File: src/b64u_pkg.sv
// Types, constants and alphabet functions of the unpadded base64 codec.
// No dependencies; used by b64u_step and base64_codec_unpadded.
`default_nettype none

package b64u_pkg;

    localparam logic MODE_ENCODE = 1'b0;
    localparam logic MODE_DECODE = 1'b1;

    localparam logic [7:0] CHAR_UPPER_A = 8'h41;
    localparam logic [7:0] CHAR_LOWER_A = 8'h61;
    localparam logic [7:0] CHAR_DIGIT_0 = 8'h30;
    localparam logic [7:0] CHAR_PLUS    = 8'h2b;
    localparam logic [7:0] CHAR_SLASH   = 8'h2f;
    localparam logic [5:0] SIX_MASK     = 6'h3f;

    localparam logic [6:0] SEXTET_INVALID = 7'd64;

    // Message state: at most six pending bits are ever held between items.
    typedef struct packed {
        logic [5:0] acc;
        logic [2:0] pend;
        logic       err;
    } b64u_state_t;

    // One result item, out_value in the low bits.
    typedef struct packed {
        logic       eom;
        logic       last_of_run;
        logic       status;
        logic       has_data;
        logic [7:0] out_value;
    } b64u_result_t;

    function automatic logic [7:0] sextet_char(input logic [5:0] v);
        logic [7:0] w;
        logic [7:0] c;
        begin
            w = {2'b00, v & SIX_MASK};
            if (w < 8'd26) begin
                c = CHAR_UPPER_A + w;
            end else if (w < 8'd52) begin
                c = CHAR_LOWER_A + (w - 8'd26);
            end else if (w < 8'd62) begin
                c = CHAR_DIGIT_0 + (w - 8'd52);
            end else if (w == 8'd62) begin
                c = CHAR_PLUS;
            end else begin
                c = CHAR_SLASH;
            end
            return c;
        end
    endfunction

    // Six-bit value of an alphabet character, SEXTET_INVALID otherwise.
    function automatic logic [6:0] char_sextet(input logic [7:0] c);
        logic [7:0] v;
        begin
            case (c) inside
                [8'h41:8'h5a]: v = c - CHAR_UPPER_A;
                [8'h61:8'h7a]: v = c - CHAR_LOWER_A + 8'd26;
                [8'h30:8'h39]: v = c - CHAR_DIGIT_0 + 8'd52;
                CHAR_PLUS:     v = 8'd62;
                CHAR_SLASH:    v = 8'd63;
                default:       v = {1'b0, SEXTET_INVALID};
            endcase
            return v[6:0];
        end
    endfunction

endpackage

`default_nettype wire

File: src/base64_codec_unpadded.sv
// Top level of the unpadded base64 codec: message state, mode register and
// a two-entry result buffer. Depends on b64u_pkg and b64u_step.
//
//  channel  direction  tdata                          tuser              tlast
//  s_       in         data_in[7:0]                   -                  last_in
//  m_       out        out_value[7:0], last_of_run    has_data, status   end_of_message
//  cfg_     in         mode (cfg_data)                -                  -
//
// An item is taken in a cycle with s_tready high; its results, none, one or two,
// sit in the result buffer and leave one per cycle while m_tready is high, so
// the next item waits until the last of them is leaving.
// The result buffer's single output port sets that rate.
// Reset (aresetn low, synchronous) selects encode mode and clears the message.
// s_tready stays high while the buffer is empty or its last entry is leaving,
// and drops while a mode write waits; a mode write needs an empty buffer.
`default_nettype none

module base64_codec_unpadded (
    input  wire logic        aclk,
    input  wire logic        aresetn,
    input  wire logic        s_tvalid,
    output logic             s_tready,
    input  wire logic [7:0]  s_tdata,   // [7:0] data_in
    input  wire logic        s_tlast,
    output logic             m_tvalid,
    input  wire logic        m_tready,
    output logic [15:0]      m_tdata,   // [7:0] out_value, [8] last_of_run, [15:9] zero
    output logic [1:0]       m_tuser,   // [0] has_data, [1] status
    output logic             m_tlast,
    input  wire logic        cfg_valid,
    output logic             cfg_ready,
    input  wire logic        cfg_data
);
    import b64u_pkg::*;

    logic         mode_reg;
    b64u_state_t  state_reg;
    b64u_state_t  state_next;
    b64u_result_t head_reg;
    b64u_result_t tail_reg;
    logic [1:0]   cnt_reg;
    logic [1:0]   step_num;
    b64u_result_t step_res0;
    b64u_result_t step_res1;
    logic         in_xfer;
    logic         out_xfer;
    logic         cfg_xfer;

    b64u_step u_step (
        .mode (mode_reg),
        .cur  (state_reg),
        .data (s_tdata),
        .last (s_tlast),
        .nxt  (state_next),
        .num  (step_num),
        .res0 (step_res0),
        .res1 (step_res1)
    );

    // mode writes only with nothing in flight and no input transaction alongside
    assign cfg_ready = (cnt_reg == 2'd0);
    assign cfg_xfer  = cfg_valid && cfg_ready;

    assign m_tvalid = (cnt_reg != 2'd0);
    assign s_tready = !cfg_valid && ((cnt_reg == 2'd0) || ((cnt_reg == 2'd1) && m_tready));
    assign in_xfer  = s_tvalid && s_tready;
    assign out_xfer = m_tvalid && m_tready;

    assign m_tdata = {7'b0000000, head_reg.last_of_run, head_reg.out_value};
    assign m_tuser = {head_reg.status, head_reg.has_data};
    assign m_tlast = head_reg.eom;

    always_ff @(posedge aclk) begin
        if (!aresetn) begin
            mode_reg  <= MODE_ENCODE;
            state_reg <= '0;
            cnt_reg   <= 2'd0;
        end else begin
            if (cfg_xfer) begin
                // a mode write abandons any message in progress
                mode_reg  <= cfg_data;
                state_reg <= '0;
            end else if (in_xfer) begin
                state_reg <= state_next;
            end

            if (in_xfer) begin
                cnt_reg <= step_num;
            end else if (out_xfer) begin
                cnt_reg <= cnt_reg - 2'd1;
            end
        end
    end

    always_ff @(posedge aclk) begin
        if (in_xfer) begin
            head_reg <= step_res0;
            tail_reg <= step_res1;
        end else if (out_xfer && (cnt_reg == 2'd2)) begin
            head_reg <= tail_reg;
        end
    end

endmodule

`default_nettype wire

File: src/b64u_step.sv
// Combinational datapath of the codec: one item against the message state,
// giving the next state and up to two results. Depends on b64u_pkg.
`default_nettype none

module b64u_step (
    input  wire logic                 mode,
    input  wire b64u_pkg::b64u_state_t cur,
    input  wire logic [7:0]           data,
    input  wire logic                 last,
    output b64u_pkg::b64u_state_t     nxt,
    output logic [1:0]                num,
    output b64u_pkg::b64u_result_t    res0,
    output b64u_pkg::b64u_result_t    res1
);
    import b64u_pkg::*;

    logic [6:0] sext;

    assign sext = char_sextet(data);

    always_comb begin
        nxt  = cur;
        num  = 2'd0;
        res0 = '0;
        res1 = '0;

        if (mode == MODE_ENCODE) begin
            res0.has_data = 1'b1;
            res1.has_data = 1'b1;
            case (cur.pend)
                3'd2: begin
                    res0.out_value = sextet_char({cur.acc[1:0], data[7:4]});
                    res1.out_value = sextet_char({data[3:0], 2'b00});
                    num            = last ? 2'd2 : 2'd1;
                    nxt.acc        = {2'b00, data[3:0]};
                    nxt.pend       = 3'd4;
                end
                3'd4: begin
                    res0.out_value = sextet_char({cur.acc[3:0], data[7:6]});
                    res1.out_value = sextet_char(data[5:0]);
                    num            = 2'd2;
                    nxt.acc        = '0;
                    nxt.pend       = 3'd0;
                end
                default: begin
                    res0.out_value = sextet_char(data[7:2]);
                    res1.out_value = sextet_char({data[1:0], 4'b0000});
                    num            = last ? 2'd2 : 2'd1;
                    nxt.acc        = {4'b0000, data[1:0]};
                    nxt.pend       = 3'd2;
                end
            endcase
        end else if (cur.err) begin
            // rest of a bad message: only its end reports
            res0.status = 1'b1;
            num         = last ? 2'd1 : 2'd0;
        end else if (sext == SEXTET_INVALID) begin
            res0.status = 1'b1;
            num         = 2'd1;
            nxt.err     = 1'b1;
        end else begin
            res0.has_data = 1'b1;
            num           = 2'd1;
            case (cur.pend)
                3'd2: begin
                    res0.out_value = {cur.acc[1:0], sext[5:0]};
                    nxt.acc        = '0;
                    nxt.pend       = 3'd0;
                end
                3'd4: begin
                    res0.out_value = {cur.acc[3:0], sext[5:2]};
                    nxt.acc        = {4'b0000, sext[1:0]};
                    nxt.pend       = 3'd2;
                end
                3'd6: begin
                    res0.out_value = {cur.acc[5:0], sext[5:4]};
                    nxt.acc        = {2'b00, sext[3:0]};
                    nxt.pend       = 3'd4;
                end
                default: begin
                    // six bits only, no byte yet; an empty end marker if last
                    res0.has_data = 1'b0;
                    num           = last ? 2'd1 : 2'd0;
                    nxt.acc       = sext[5:0];
                    nxt.pend      = 3'd6;
                end
            endcase
        end

        if (num == 2'd2) begin
            res1.last_of_run = 1'b1;
            res1.eom         = last;
        end else begin
            res0.last_of_run = 1'b1;
            res0.eom         = last;
        end

        if (last) begin
            nxt = '0;
        end
    end

endmodule

`default_nettype wire

File: config.mk
export PLATFORM = sky130hd
export DESIGN_NAME = base64_codec_unpadded
export DESIGN_NICKNAME = d
export VERILOG_FILES = /design/src/b64u_pkg.sv /design/src/base64_codec_unpadded.sv /design/src/b64u_step.sv
export SDC_FILE = /design/constraint.sdc
export NUM_CORES = 1
export LEC_CHECK = 0
export BUFFER_PORTS_ARGS = -buffer_cell sky130_fd_sc_hd__clkbuf_2
export CORE_MARGIN = 4
export CORE_UTILIZATION = 61
export CTS_CLUSTER_DIAMETER = 100
export DETAILED_ROUTE_END_ITERATION = 10
export GPL_TIMING_DRIVEN = 0
export PLACE_DENSITY_LB_ADDON = 0.15
export REMOVE_ABC_BUFFERS = 1
export SLEW_MARGIN = 25
export SYNTH_ARGS = -nofsm -noshare
export SYNTH_HDL_FRONTEND = slang
export SYNTH_SLANG_ARGS = --single-unit
File: constraint.sdc
create_clock -name aclk -period 4.89 [get_ports aclk]
set_clock_uncertainty 0.15 [all_clocks]
set_input_delay 0 -clock aclk [delete_from_list [all_inputs] [get_ports aclk]]
set_output_delay 0 -clock aclk [all_outputs]
set_load 0.005 [all_outputs]
==> metrics.md <==
| Metric | Value |
|---|---|
| Outcome | complete, no violations |
| Hold slack | 98.5 ps |
| Setup_tns | 0 ps |
| Number of flip-flops in the largest register | 11 |
| H-Tree Level Count | 2 |
| Initial Util | 0.626 |
| Fmax | approximately 220 MHz |
| Antenna-violating nets left | 0 |
| Multi-input gate area | approximately 4000 um^2 |
| Die area | ~10000 um^2 |
| Layout area overhead | 4.57% |
| Total wire length | 15700 um |
| Synth Instances | 663 |
| Worst slew pin tran | 922 ps |
| WS Path Type | primary input to flip-flop |
| Ant diodes | 0 |
| Synth Flop Type | edfxtp_1 |
| Synthesized area | 5120 um^2 |
| Clk sink count | 35 |
| Max_cap viols | 0 |
| Max_slew headroom | 0.385 |
| Vias in the first global route | 4995 |
| Syn_area_per_cell | 7.72 um^2 |
| PnR worst setup slack | roughly 250 ps |
| Pre-CTS WS | 117 ps |
| Die Ht | between 90 and 100 um |
| Post-route cell area | approximately 5400 um^2 |
| Crit path max-delay family | compound AO/OA/AOI/OAI gates |
| Worst endpoint data arrival time | 4610 ps |
| Die X-Extent | 99.6 um |
| Pin count of the biggest net entering global routing | 26 |
| Period Utilization, post-route | 0.949 |
| CP Buf/Inv Count | 2 |
| R2r worst-path depth | 9 |
| CTS tree | yes |
| Seq. cell area | 931 um^2 |
| Worst EP required | between 4000 and 5000 ps |
| R2R Setup Slk | 1260 ps |
| Post-cts sizing count | 0 |
| First-pass GRT wire length | 25600 um |
| Iteration-0 DRC Markers | 620 |
| Row cnt | 33 |
| CP max FO | 20 |
| Crit path capture | m_tdata[1] |
| EDFF count, synth | 23 |
| Residual DRC | 0 |
| Reg-to-Reg Start | state_reg[5] |
| Peak supply drop | approximately 180 uV |
| Final Hold Viols | 0 |
| Final nets | 732 |
| Cells along the critical path | clkbuf_2, clkinv_1, ha_1, and4_1, a311oi_1, or2_1, mux2_2, a311oi_2, o21bai_1, a222oi_1, o211ai_1 |
| Setup Viol. Count Final | 0 |
| Async set-reset flop share out of synthesis | 0 |
| Period minus WS final | 4640 ps |
| Yosys warning count | 0 |
| Worst Setup SP | s_tdata[7] |
| Port Buffers | 29 |
| Levels on crit path | 11 |
| Total Routing Usage GR | 0.315 |
| Sequential share of the synthesized area | 0.182 |
| CP Launch Type | primary input |
| Final Max Tran Viols | 0 |
| Core box area | 8180 um^2 |
| GRT overflow | 0 |
| RR Endpoint | m_tdata[2] |
| Count of cell types in the netlist | 76 |
| Initial antenna violation count | 0 |
| Via density | 6.92 |
| I/O pin count | 37 |
| Critical-path top delay cell | a311oi_2 |
| Filler instances | 750 |
| Root Driver | clkbuf_8 |
| Area post-placement | 5210 um^2 |
| Hold Crit Class | primary input to flip-flop |
| CP max stage delay | 650 ps |
| Max Root-Sink Buffers | 2 |
| Post-DP HPWL | 11300 um |
| Gp weighted congestion | a little under 1 |
| Crit. End Element | flip-flop |
| RSZ-0062 raised after global routing | no |
| Worst-Skew Late Latency | 290 ps |
| Share of layout cells above drive strength 1 | 0.0845 |
| Final Util | 0.655 |
| Clock-pin slew of the registers on the worst-case setup and hold paths | 80 ps |
| P_leak | 2.09 nW |
| Vias | 5312 |
| Yosys reg bits | 35 |
| Post-DR wirelength/cell | 20.4 um |
| Total CTS buffers | 5 |
| PwrDens | 189 nW/um^2 |
| Pre-antenna DRT Iters | 7 |
## cell usage after synthesis (9+ instances only)
master    number  area (um^2)
nand2b_1      15         93.8
o21ai_0       35          175
inv_1         21         78.8
dfxtp_1       12          240
ha_1          55          688
nand2_1       66          248
nor2b_1       13         81.3
edfxtp_1      23          691
nand4_1        9         56.3
a31oi_1        9         56.3
a211oi_1      15          113
xor2_1        18          158
a221oi_1      10         87.6
nor2_1        56          210
mux2i_1       12          120
nand3_1       12         60.1
a21oi_1       47          235
xnor2_1       38          333
nor3_1        12         60.1
clkbuf_1      31          116
## final cells by class
class                           count  share of cell area
Sequential cell                    35               0.174
Inverter                           24              0.0168
Multi-Input combinational cell    561               0.729
Timing Repair Buffer               35              0.0386
Clock inverter                      1            0.000935
Clock buffer                        7              0.0161
Tap cell                          105              0.0245
## where the power goes
part	leakage, nW	internal, mW	switching (mW)
Combinational	1.73	0.154	0.272
Sequential	0.310	0.347	0.0179
Clock	0.0482	0.114	0.107
## worst min-delay path by stage
| stage | start | endpoint | slack (ps) | cells past startpoint |
|---|---|---|---|---|
| 2_1_floorplan | cfg_valid | s_tready | -110 | 1 |
| 3_3_place_gp | cfg_data | mode_reg | 100 | 3 |
| 3_5_place_dp | cfg_valid | s_tready | 110 | 3 |
| 4_1_cts | m_tready | cnt_reg[1] | 100 | 4 |
| 5_1_grt | m_tready | cnt_reg[1] | 150 | 4 |
| 6_report | m_tready | cnt_reg[1] | 100 | 4 |
## stage by stage
step	cells	power, mW
floorplan	620	0.644
global placement	754	0.765
detailed placement	755	0.778
CTS	768	0.999
global route	768	1.07
finish	768	1.01
## cells in the final DEF, fill, tap and decap left out, types with 12 or more instances in the layout
cell / instances
clkbuf_2: 29
nor3_1: 12
mux2i_1: 12
nand2b_1: 15
nor2_1: 56
xnor2_1: 37
inv_1: 21
ha_1: 55
nand2_1: 66
a211oi_1: 15
edfxtp_1: 23
dfxtp_1: 12
nand3_1: 12
a21oi_1: 47
nor2b_1: 13
o21ai_0: 35
xor2_1: 18
## worst min-delay path: cells and delay by family
| family | cells | cell delay [ps] |
|---|---|---|
| AO/OA/AOI/OAI | 2 | 240 |
| AND/OR/NAND/NOR | 1 | 170 |
| buffers and inverters | 1 | 90 |
## kinds of logic (layout without fill, tap and decap cells)
group	count (synthesis)	count (layout)	synth area share
simple gates	215	215	0.204
buf+inv	73	67	0.0616
other cells	1	7	0.000732
xor+xnor	56	56	0.0958
mux	17	17	0.0344
compound gates	211	211	0.287
fa+ha+maj	55	55	0.134
flops	35	35	0.182
## per-layer routing
layer	vias up	global-route usage	share of wire
li1	2437	-	-
met1	2507	0.438	0.42
met2	319	0.509	0.46
met3	49	0.0428	0.089
met4	0	0.0914	0.027
met5	-	0	0
## repair_timing
| action | CTS | global route |
|---|---|---|
| endpoints found under the setup margin | 0 | 0 |
| hold endpoints to repair | 4 | 0 |
| buffers inserted | 0 | 0 |
| hold buffers | 5 | 0 |
(Power assumes the default switching activity.)
